--- config.mk ---
export PLATFORM = sky130hd
export DESIGN_NAME = fingerprint_response_deframer_top
export DESIGN_NICKNAME = d
export VERILOG_FILES = /design/src/rtl/frd_pkg.sv /design/src/rtl/fingerprint_response_deframer_top.sv /design/src/rtl/frd_datapath.sv /design/src/rtl/frd_ctrl.sv
export SDC_FILE = /design/constraint.sdc
export NUM_CORES = 1
export LEC_CHECK = 0
export BUFFER_PORTS_ARGS = -buffer_cell sky130_fd_sc_hd__buf_2
export CAP_MARGIN = 30
export CORE_MARGIN = 5
export CORE_UTILIZATION = 30
export DETAILED_ROUTE_END_ITERATION = 8
export GPL_ROUTABILITY_DRIVEN = 0
export GPL_TIMING_DRIVEN = 1
export PLACE_DENSITY = 0.43
export SYNTH_ARGS = -nofsm -noshare
export SYNTH_HDL_FRONTEND = slang
export SYNTH_SLANG_ARGS = --single-unit
--- constraint.sdc ---
create_clock -name clk -period 5.7 [get_ports clk]
set_input_delay 0.855 -clock clk [delete_from_list [all_inputs] [get_ports clk]]
set_output_delay 0.855 -clock clk [all_outputs]
set_load 0.02 [all_outputs]
--- src/rtl/frd_pkg.sv ---
// Shared types, constants and command/status structs for the response deframer.
package frd_pkg;

    localparam int MAX_RESPONSE_LEN = 64;
    localparam int BODY_AW = $clog2(MAX_RESPONSE_LEN);
    localparam int BODY_CW = $clog2(MAX_RESPONSE_LEN + 1);

    localparam logic [7:0]  SYNC_BYTE0    = 8'hEF;
    localparam logic [7:0]  SYNC_BYTE1    = 8'h01;
    localparam logic [7:0]  ACK_PACKET_ID = 8'h07;
    localparam logic [15:0] MIN_LEN       = 16'd3;
    localparam logic [15:0] MAX_LEN       = 16'(MAX_RESPONSE_LEN);
    localparam logic [15:0] TICK_MAX      = 16'hFFFF;

    localparam logic [2:0] HDR_ID_IDX    = 3'd4;
    localparam logic [2:0] HDR_LENH_IDX  = 3'd5;
    localparam logic [2:0] HDR_LAST_IDX  = 3'd6;

    localparam logic [1:0] OP_BYTE  = 2'd0;
    localparam logic [1:0] OP_TICK  = 2'd1;
    localparam logic [1:0] OP_START = 2'd2;

    localparam logic [2:0] STATUS_OK       = 3'd0;
    localparam logic [2:0] STATUS_TIMEOUT  = 3'd1;
    localparam logic [2:0] STATUS_BAD_LEN  = 3'd2;
    localparam logic [2:0] STATUS_BAD_SUM  = 3'd3;
    localparam logic [2:0] STATUS_BAD_ID   = 3'd4;

    typedef struct packed {
        logic [1:0]  operation;
        logic [7:0]  rx_byte;
        logic [15:0] timeout_ticks;
        logic [6:0]  data_capacity;
    } item_t;

    typedef struct packed {
        logic [2:0] status;
        logic       is_confirm;
        logic [7:0] out_byte;
        logic       last;
    } result_t;

    typedef enum logic [2:0] {
        CS_IDLE,
        CS_SYNC0,
        CS_SYNC1,
        CS_HEADER,
        CS_BODY,
        CS_READ,
        CS_SEND
    } ctrl_state_t;

    typedef struct packed {
        logic       load_item;
        logic       arm;
        logic       tick;
        logic       clr_hdr;
        logic       hdr_byte;
        logic       body_byte;
        logic       emit_start;
        logic       rd_next;
        logic       out_load;
        logic       out_emit;
        logic [2:0] out_status;
    } dp_cmd_t;

    typedef struct packed {
        logic [1:0] op;
        logic       is_sync0;
        logic       is_sync1;
        logic       hdr_last;
        logic       len_bad;
        logic       byte_timeout;
        logic       tick_timeout;
        logic       body_last;
        logic       sum_bad;
        logic       id_bad;
        logic       emit_last;
    } dp_stat_t;

endpackage

--- src/rtl/fingerprint_response_deframer_top.sv ---
// An item is registered when it transfers and is stepped from that register; one item is held at a time.
// Error and timeout results are loaded into the result register when the item that raises them is stepped.
// After a good packet's last body byte, its confirm code and then each further byte pass through the READ
// and SEND states, set by the registered read port of the body memory; SEND waits while the result stalls.
// A waiting result holds off the next step until it transfers.
// Reset clears all control state at once; the body memory needs no clearing pass.
module fingerprint_response_deframer_top (
    input  logic             clk,
    input  logic             rst_n,
    input  logic             item_valid,
    output logic             item_stall,
    input  frd_pkg::item_t   item,
    output logic             result_valid,
    input  logic             result_stall,
    output frd_pkg::result_t result
);

    frd_pkg::dp_cmd_t  cmd;
    frd_pkg::dp_stat_t stat;

    frd_ctrl u_ctrl (
        .clk          (clk),
        .rst_n        (rst_n),
        .item_valid   (item_valid),
        .item_stall   (item_stall),
        .result_valid (result_valid),
        .result_stall (result_stall),
        .stat         (stat),
        .cmd          (cmd)
    );

    frd_datapath u_datapath (
        .clk    (clk),
        .rst_n  (rst_n),
        .item   (item),
        .cmd    (cmd),
        .stat   (stat),
        .result (result)
    );

endmodule

--- src/rtl/frd_datapath.sv ---
// Datapath: held item, header and body registers, body memory and result register.
module frd_datapath (
    input  logic              clk,
    input  logic              rst_n,
    input  frd_pkg::item_t    item,
    input  frd_pkg::dp_cmd_t  cmd,
    output frd_pkg::dp_stat_t stat,
    output frd_pkg::result_t  result
);

    frd_pkg::item_t   item_reg;
    frd_pkg::result_t result_reg;

    logic [15:0] elapsed_reg;
    logic [15:0] limit_reg;
    logic [6:0]  cap_reg;
    logic [2:0]  hdr_cnt_reg;
    logic [7:0]  id_reg;
    logic [15:0] len_reg;
    logic [frd_pkg::BODY_CW-1:0] body_cnt_reg;
    logic [15:0] sum_reg;
    logic [7:0]  prev_byte_reg;
    logic [frd_pkg::BODY_AW-1:0] data_cnt_reg;
    logic [frd_pkg::BODY_AW-1:0] rd_ptr_reg;
    logic [7:0]  rd_data_reg;

    logic [7:0] body_mem [frd_pkg::MAX_RESPONSE_LEN];

    logic [7:0]  rx;
    logic [15:0] elapsed_inc;
    logic [15:0] len_new;
    logic [15:0] cnt_ext;
    logic        sum_add;
    logic [15:0] payload_len;
    logic [15:0] cap_ext;
    logic [15:0] data_cnt_next;

    always_comb
    begin
        rx            = item_reg.rx_byte;
        elapsed_inc   = (elapsed_reg == frd_pkg::TICK_MAX) ? elapsed_reg : elapsed_reg + 16'd1;
        len_new       = {len_reg[15:8], rx};
        cnt_ext       = 16'(body_cnt_reg);
        sum_add       = (cnt_ext + 16'd2) < len_reg;
        payload_len   = len_reg - frd_pkg::MIN_LEN;
        cap_ext       = 16'(cap_reg);
        data_cnt_next = (payload_len > cap_ext) ? cap_ext : payload_len;

        stat.op           = item_reg.operation;
        stat.is_sync0     = (rx == frd_pkg::SYNC_BYTE0);
        stat.is_sync1     = (rx == frd_pkg::SYNC_BYTE1);
        stat.hdr_last     = (hdr_cnt_reg == frd_pkg::HDR_LAST_IDX);
        stat.len_bad      = (len_new < frd_pkg::MIN_LEN) || (len_new > frd_pkg::MAX_LEN);
        stat.byte_timeout = (elapsed_reg >= limit_reg);
        stat.tick_timeout = (elapsed_inc >= limit_reg);
        stat.body_last    = (cnt_ext + 16'd1) >= len_reg;
        // The last two body bytes carry the expected sum, high byte first.
        stat.sum_bad      = ({prev_byte_reg, rx} != sum_reg);
        stat.id_bad       = (id_reg != frd_pkg::ACK_PACKET_ID);
        stat.emit_last    = (rd_ptr_reg == data_cnt_reg);
    end

    always_ff @(posedge clk or negedge rst_n)
    begin
        if (!rst_n)
        begin
            elapsed_reg  <= '0;
            limit_reg    <= '0;
            cap_reg      <= '0;
            hdr_cnt_reg  <= '0;
            id_reg       <= '0;
            len_reg      <= '0;
            body_cnt_reg <= '0;
            sum_reg      <= '0;
            data_cnt_reg <= '0;
            rd_ptr_reg   <= '0;
        end
        else
        begin
            if (cmd.arm)
            begin
                limit_reg    <= item_reg.timeout_ticks;
                cap_reg      <= item_reg.data_capacity;
                elapsed_reg  <= '0;
                hdr_cnt_reg  <= '0;
                id_reg       <= '0;
                len_reg      <= '0;
                body_cnt_reg <= '0;
                sum_reg      <= '0;
            end
            if (cmd.tick)
            begin
                elapsed_reg <= elapsed_inc;
            end
            if (cmd.clr_hdr)
            begin
                hdr_cnt_reg <= '0;
            end
            if (cmd.hdr_byte)
            begin
                case (hdr_cnt_reg)
                    frd_pkg::HDR_ID_IDX:   id_reg  <= rx;
                    frd_pkg::HDR_LENH_IDX: len_reg <= {rx, 8'h00};
                    frd_pkg::HDR_LAST_IDX: len_reg <= len_new;
                    default:               id_reg  <= id_reg;
                endcase
                if (stat.hdr_last)
                begin
                    hdr_cnt_reg  <= '0;
                    sum_reg      <= 16'(id_reg) + 16'(len_reg[15:8]) + 16'(rx);
                    body_cnt_reg <= '0;
                end
                else
                begin
                    hdr_cnt_reg <= hdr_cnt_reg + 3'd1;
                end
            end
            if (cmd.body_byte)
            begin
                if (sum_add)
                begin
                    sum_reg <= sum_reg + 16'(rx);
                end
                body_cnt_reg <= body_cnt_reg + frd_pkg::BODY_CW'(1);
            end
            if (cmd.emit_start)
            begin
                rd_ptr_reg   <= '0;
                data_cnt_reg <= frd_pkg::BODY_AW'(data_cnt_next);
            end
            if (cmd.rd_next)
            begin
                rd_ptr_reg <= rd_ptr_reg + frd_pkg::BODY_AW'(1);
            end
        end
    end

    always_ff @(posedge clk)
    begin
        if (cmd.load_item)
        begin
            item_reg <= item;
        end
        if (cmd.body_byte)
        begin
            prev_byte_reg <= rx;
            body_mem[body_cnt_reg[frd_pkg::BODY_AW-1:0]] <= rx;
        end
        rd_data_reg <= body_mem[rd_ptr_reg];
        if (cmd.out_load)
        begin
            if (cmd.out_emit)
            begin
                result_reg.status     <= frd_pkg::STATUS_OK;
                result_reg.is_confirm <= (rd_ptr_reg == '0);
                result_reg.out_byte   <= rd_data_reg;
                result_reg.last       <= stat.emit_last;
            end
            else
            begin
                result_reg.status     <= cmd.out_status;
                result_reg.is_confirm <= 1'b0;
                result_reg.out_byte   <= 8'h00;
                result_reg.last       <= 1'b1;
            end
        end
    end

    assign result = result_reg;

endmodule

--- src/rtl/frd_ctrl.sv ---
// Controller: framing state machine, item and result handshakes.
module frd_ctrl (
    input  logic              clk,
    input  logic              rst_n,
    input  logic              item_valid,
    output logic              item_stall,
    output logic              result_valid,
    input  logic              result_stall,
    input  frd_pkg::dp_stat_t stat,
    output frd_pkg::dp_cmd_t  cmd
);

    frd_pkg::ctrl_state_t state_reg;
    frd_pkg::ctrl_state_t state_next;
    logic item_valid_reg;
    logic item_valid_next;
    logic out_valid_reg;
    logic out_valid_next;
    logic out_free;
    logic proc;

    always_ff @(posedge clk or negedge rst_n)
    begin
        if (!rst_n)
        begin
            state_reg      <= frd_pkg::CS_IDLE;
            item_valid_reg <= 1'b0;
            out_valid_reg  <= 1'b0;
        end
        else
        begin
            state_reg      <= state_next;
            item_valid_reg <= item_valid_next;
            out_valid_reg  <= out_valid_next;
        end
    end

    always_comb
    begin
        state_next      = state_reg;
        item_valid_next = item_valid_reg;
        cmd             = '0;
        out_free        = !out_valid_reg || !result_stall;
        proc            = item_valid_reg && out_free &&
                          (state_reg != frd_pkg::CS_READ) && (state_reg != frd_pkg::CS_SEND);

        // One item is held at a time; it is released once its step has run.
        if (item_valid && !item_valid_reg)
        begin
            cmd.load_item   = 1'b1;
            item_valid_next = 1'b1;
        end

        case (state_reg)
            frd_pkg::CS_READ:
            begin
                state_next = frd_pkg::CS_SEND;
            end
            frd_pkg::CS_SEND:
            begin
                if (out_free)
                begin
                    cmd.out_load = 1'b1;
                    cmd.out_emit = 1'b1;
                    if (stat.emit_last)
                    begin
                        state_next = frd_pkg::CS_IDLE;
                    end
                    else
                    begin
                        cmd.rd_next = 1'b1;
                        state_next  = frd_pkg::CS_READ;
                    end
                end
            end
            default:
            begin
                if (proc)
                begin
                    item_valid_next = 1'b0;
                    if (stat.op == frd_pkg::OP_START)
                    begin
                        cmd.arm    = 1'b1;
                        state_next = frd_pkg::CS_SYNC0;
                    end
                    else if (state_reg == frd_pkg::CS_IDLE)
                    begin
                        state_next = frd_pkg::CS_IDLE;
                    end
                    else if (stat.op == frd_pkg::OP_TICK)
                    begin
                        cmd.tick = 1'b1;
                        if (stat.tick_timeout)
                        begin
                            cmd.out_load   = 1'b1;
                            cmd.out_status = frd_pkg::STATUS_TIMEOUT;
                            state_next     = frd_pkg::CS_IDLE;
                        end
                    end
                    else if (stat.op == frd_pkg::OP_BYTE)
                    begin
                        if (stat.byte_timeout)
                        begin
                            cmd.out_load   = 1'b1;
                            cmd.out_status = frd_pkg::STATUS_TIMEOUT;
                            state_next     = frd_pkg::CS_IDLE;
                        end
                        else
                        begin
                            case (state_reg)
                                frd_pkg::CS_SYNC0:
                                begin
                                    if (stat.is_sync0)
                                    begin
                                        state_next = frd_pkg::CS_SYNC1;
                                    end
                                end
                                frd_pkg::CS_SYNC1:
                                begin
                                    // A wrong second marker byte is dropped, even 0xEF.
                                    cmd.clr_hdr = 1'b1;
                                    state_next  = stat.is_sync1 ? frd_pkg::CS_HEADER
                                                                : frd_pkg::CS_SYNC0;
                                end
                                frd_pkg::CS_HEADER:
                                begin
                                    cmd.hdr_byte = 1'b1;
                                    if (stat.hdr_last)
                                    begin
                                        if (stat.len_bad)
                                        begin
                                            cmd.out_load   = 1'b1;
                                            cmd.out_status = frd_pkg::STATUS_BAD_LEN;
                                            state_next     = frd_pkg::CS_IDLE;
                                        end
                                        else
                                        begin
                                            state_next = frd_pkg::CS_BODY;
                                        end
                                    end
                                end
                                frd_pkg::CS_BODY:
                                begin
                                    cmd.body_byte = 1'b1;
                                    if (stat.body_last)
                                    begin
                                        if (stat.sum_bad)
                                        begin
                                            cmd.out_load   = 1'b1;
                                            cmd.out_status = frd_pkg::STATUS_BAD_SUM;
                                            state_next     = frd_pkg::CS_IDLE;
                                        end
                                        else if (stat.id_bad)
                                        begin
                                            cmd.out_load   = 1'b1;
                                            cmd.out_status = frd_pkg::STATUS_BAD_ID;
                                            state_next     = frd_pkg::CS_IDLE;
                                        end
                                        else
                                        begin
                                            cmd.emit_start = 1'b1;
                                            state_next     = frd_pkg::CS_READ;
                                        end
                                    end
                                end
                                default:
                                begin
                                    state_next = state_reg;
                                end
                            endcase
                        end
                    end
                end
            end
        endcase

        out_valid_next = cmd.out_load || (out_valid_reg && result_stall);
    end

    assign item_stall   = item_valid_reg;
    assign result_valid = out_valid_reg;

    // A result is never written over one that is still waiting.
    assert property (@(posedge clk) disable iff (!rst_n)
        cmd.out_load |-> (!out_valid_reg || !result_stall))
        else $error("result register overwritten while stalled");

    // An error result always ends the response.
    assert property (@(posedge clk) disable iff (!rst_n)
        (cmd.out_load && !cmd.out_emit) |=> (state_reg == frd_pkg::CS_IDLE))
        else $error("error result did not return to idle");

    // Arming consumes the held item and starts the marker hunt.
    assert property (@(posedge clk) disable iff (!rst_n)
        cmd.arm |=> (!item_valid_reg && (state_reg == frd_pkg::CS_SYNC0)))
        else $error("start did not re-arm the hunt");

    // Buffered results are never sent while an item is being stepped.
    assert property (@(posedge clk) disable iff (!rst_n)
        (cmd.out_emit) |-> !(cmd.body_byte || cmd.hdr_byte || cmd.arm || cmd.tick))
        else $error("emit overlapped with item processing");

endmodule
==> flow_summary_export.csv <==
group,metric,value,unit
floorplanning,fp.dieH,323,um
sta,finalHoldViolations,0,
clock_tree,cts-root-buf,"clkbuf_16",
power_and_ir_drop,clkPwrFrac,33.0,%
critical_path,end_kind,"flip-flop",
power_and_ir_drop,power.total,14.4,mW
floorplanning,io_pins,52,
floorplanning,start_util,30.1,%
power_and_ir_drop,p_int,10.0,mW
floorplanning,core_area,0.0980,sq mm
floorplanning,die_area,0.105,sq mm
global_route,antenna_found_initial,2,
critical_path,critPathLaunchType,"flip-flop",
floorplanning,die_w,323,um
finish,synthToLayoutAreaGrowth,15.3,%
synthesis,synthArstFlopShare,15.6,%
power_and_ir_drop,power_density,425,mW/mm^2
sta,min_period,4.19,ns
critical_path,cp_top_family,"simple AND/OR/NAND/NOR gates",
sta,drv_slew,0,
critical_path,reg2reg_from,"u_datapath.elapsed_reg[4]",
clock_tree,htreeDepth,3,
finish,diodes,0,
global_route,grt_pass1_vias,16800,
route,first_pass_iters,7,
finish,fin_util,34.7,%
power_and_ir_drop,combPwrFrac,24.8,%
critical_path,required,6.00,ns
clock_tree,cts_buffers,76,
global_route,grt_max_degree,70,
synthesis,yosysTopAreaCell,"edfxtp_1",
route,ant_nets,0,
synthesis,netlist_instances,1793,
clock_tree,cts_sinks,680,
synthesis,ys_seq_elements,680,
finish,layout-drive-gt1-share,22.1,%
power_and_ir_drop,p_sw_share,30.4,%
clock_tree,cts_buffer_depth,3,
route,post-route-drc-count,0,
clock_tree,ctsResizeCount,0,
critical_path,r2r_slack,1.51,ns
synthesis,yosys-top-cells-area,"edfxtp_1, mux4_2, dfrtp_1, ha_1, nor2_1",
finish,largest_register_ffs,512,
synthesis,ys_warn_count,0,
sta,rsz0062_at_grt,"no",
route,wl_per_cell,24.3,um
placed_design,io_buffers,51,
sta,max_freq,239,MHz
critical_path,crit_type,"reg -> reg",
synthesis,syn_area,0.0295,sq mm
placed_design,hpwl,51500,um
critical_path,path_max_fanout,13,
clock_tree,cts_hold_buf,0,
clock_tree,clock_latency,0.64,ns
sta,relSlewSlack,34.5,%
run,max_cap_violations,0,
route,totalWireLength,79000,um
clock_tree,clkTransAtPathRegs,0.05,ns
global_route,grt_first_pass_wirelength,116000,um
clock_tree,postCtsSetupRepairBufs,0,
synthesis,synth_edf_count,566,
critical_path,max_stage_delay,0.58,ns
route,drtIter0Drc,1066,
finish,final_area,0.0340,sq mm
power_and_ir_drop,power.switching,4.39,mW
sta,setup_viol_count_final,0,
synthesis,synth-main-ff-cell,"edfxtp_1",
outcome,status,"finished clean",
synthesis,yosysSeqAreaShare,67.2,%
power_and_ir_drop,vdd_drop_max,0.000260,V
sta,min_period_over_period,73.4,%
critical_path,cp.arrival,4.49,ns
synthesis,syn_area_per_cell,16.4,sq um
placed_design,pre_cts_ws,1.42,ns
hold_path,worstHoldPathType,"in -> async",
synthesis,ys_types,75,
sta,setup_slack,1.51,ns
synthesis,synth_top_cell_area_share,57.7,%
synthesis,syn_nets,1921,
critical_path,critical_path_buf_inv_count,2,
finish,final_nets,2033,
placed_design,place_area,0.0316,sq mm
route,viasPerCell,5.00,
critical_path,r2r_cells,15,
global_route,track_usage,15.0,%
power_and_ir_drop,leakage,11.7,nW
critical_path,regToRegEndpoint,"u_datapath.result[0]",
sta,tightest_slew,0.983,ns
sta,tns,0,ns
critical_path,crit_chain,"and4_1 -> nand4_1 -> nor4_2 -> buf_4 -> nor4b_1 -> xor2_1 -> ha_1 -> and4_1 -> a21oi_1 -> a31o_2 -> a31oi_1 -> nor2_1 -> a221o_1 -> nand2b_1 -> buf_4",
synthesis,synth_commonest_cells,"edfxtp_1, mux4_2, nor2_1",
sta,skew,0.0271,ns
route,num_vias,16300,
floorplanning,rows,115,
global_route,grt.overflow.total,0,
critical_path,slowest_stage,"nor4b_1",
clock_tree,cts_tree,"built",
synthesis,yosys.cell_count.top_type,"edfxtp_1",
power_and_ir_drop,p_seq_share,42.2,%
==> cells in the final DEF (no fill, tap or decap), types with 12 or more instances in the layout <==
master,n
edfxtp_1,566
mux4_2,168
nor2_1,139
nand2_1,107
dfrtp_1,102
ha_1,88
clkbuf_16,78
o21ai_0,70
buf_4,63
buf_2,50
inv_1,49
nand3_1,40
a21oi_1,38
xnor2_1,36
nor3_1,29
xor2_1,24
a22o_1,19
clkbuf_1,19
a31oi_1,16
mux2_2,15
clkinv_2,13
nand2b_1,12
nor4_1,12
==> worst max path at each step <==
stage / end / startpoint / depth (start not counted) / slack (ns)
after floorplan: u_datapath.result[0] / u_datapath.elapsed_reg[3] / 14 / 1.64
after detailed placement: u_datapath.body_mem[9][6] / result_stall / 10 / 1.42
after CTS: u_datapath.body_mem[9][6] / u_datapath.elapsed_reg[7] / 10 / 1.44
after global routing: u_datapath.result[0] / u_datapath.elapsed_reg[4] / 15 / 1.24
after global placement: u_datapath.result[6] / u_datapath.elapsed_reg[4] / 15 / 1.53
final: u_datapath.result[0] / u_datapath.elapsed_reg[4] / 15 / 1.51
==> layout make-up <==
type | count | area, sq um
Multi-Input combinational cell | 982 | 9170
Inverter | 49 | 184
Tap cell | 1287 | 1610
Sequential cell | 680 | 19800
Clock buffer | 100 | 2060
Timing Repair Buffer | 116 | 766
Clock inverter | 41 | 360
Fill cell | 9268 | 64000
==> cells by family after synthesis <==
logic type / Yosys count / synth area share, %
compound gates: 223 / 4.96
xor+xnor: 60 / 1.78
fa+ha+maj: 91 / 3.94
buf+inv: 131 / 1.71
flops: 680 / 67.2
mux: 190 / 13.7
simple gates: 418 / 6.72
==> worst register-to-register path, stage by stage, from the launching register on <==
cell and delay (ns):
dfrtp_1 0.47, and4_1 0.29, nand4_1 0.17, nor4_2 0.07, buf_4 0.18, nor4b_1 0.58, xor2_1 0.14, ha_1 0.32
and4_1 0.21, a21oi_1 0.09, a31o_2 0.23, a31oi_1 0.27, nor2_1 0.13, a221o_1 0.38, nand2b_1 0.08, buf_4 0.26
==> metrics by stage <==
| stage | std cells | hold slack (ns) |
|---|---|---|
| after floorplan | 1793 | 0.415 |
| after global placement | 3110 | 0.436 |
| after detailed placement | 3114 | 0.437 |
| after CTS | 3255 | 0.302 |
| after global routing | 3255 | 0.304 |
| final | 3255 | 0.285 |
==> layer usage <==
layer | wire length (um) | track usage [%] | vias to the layer above | share of wire (%)
met4 | 2130 | 4.06 | 0 | 2.7
met5 | 0 | 0 | - | 0
met3 | 3200 | 2.85 | 115 | 4.1
met2 | 39000 | 25.3 | 340 | 49
li1 | - | - | 7308 | -
met1 | 34700 | 20.1 | 8512 | 44
==> power by group through the flow <==
stage | Combinational (mW) | Clock [mW] | Sequential [mW]
4_1_cts | 3.68 | 4.89 | 6.11
3_5_place_dp | 3.67 | 0 | 6.21
6_report | 3.58 | 4.76 | 6.09
5_1_grt | 3.86 | 5.12 | 6.13
3_3_place_gp | 3.66 | 0 | 6.21
2_1_floorplan | 2.43 | 0 | 6.04
Note: power is estimated with default switching activity, not from simulation.
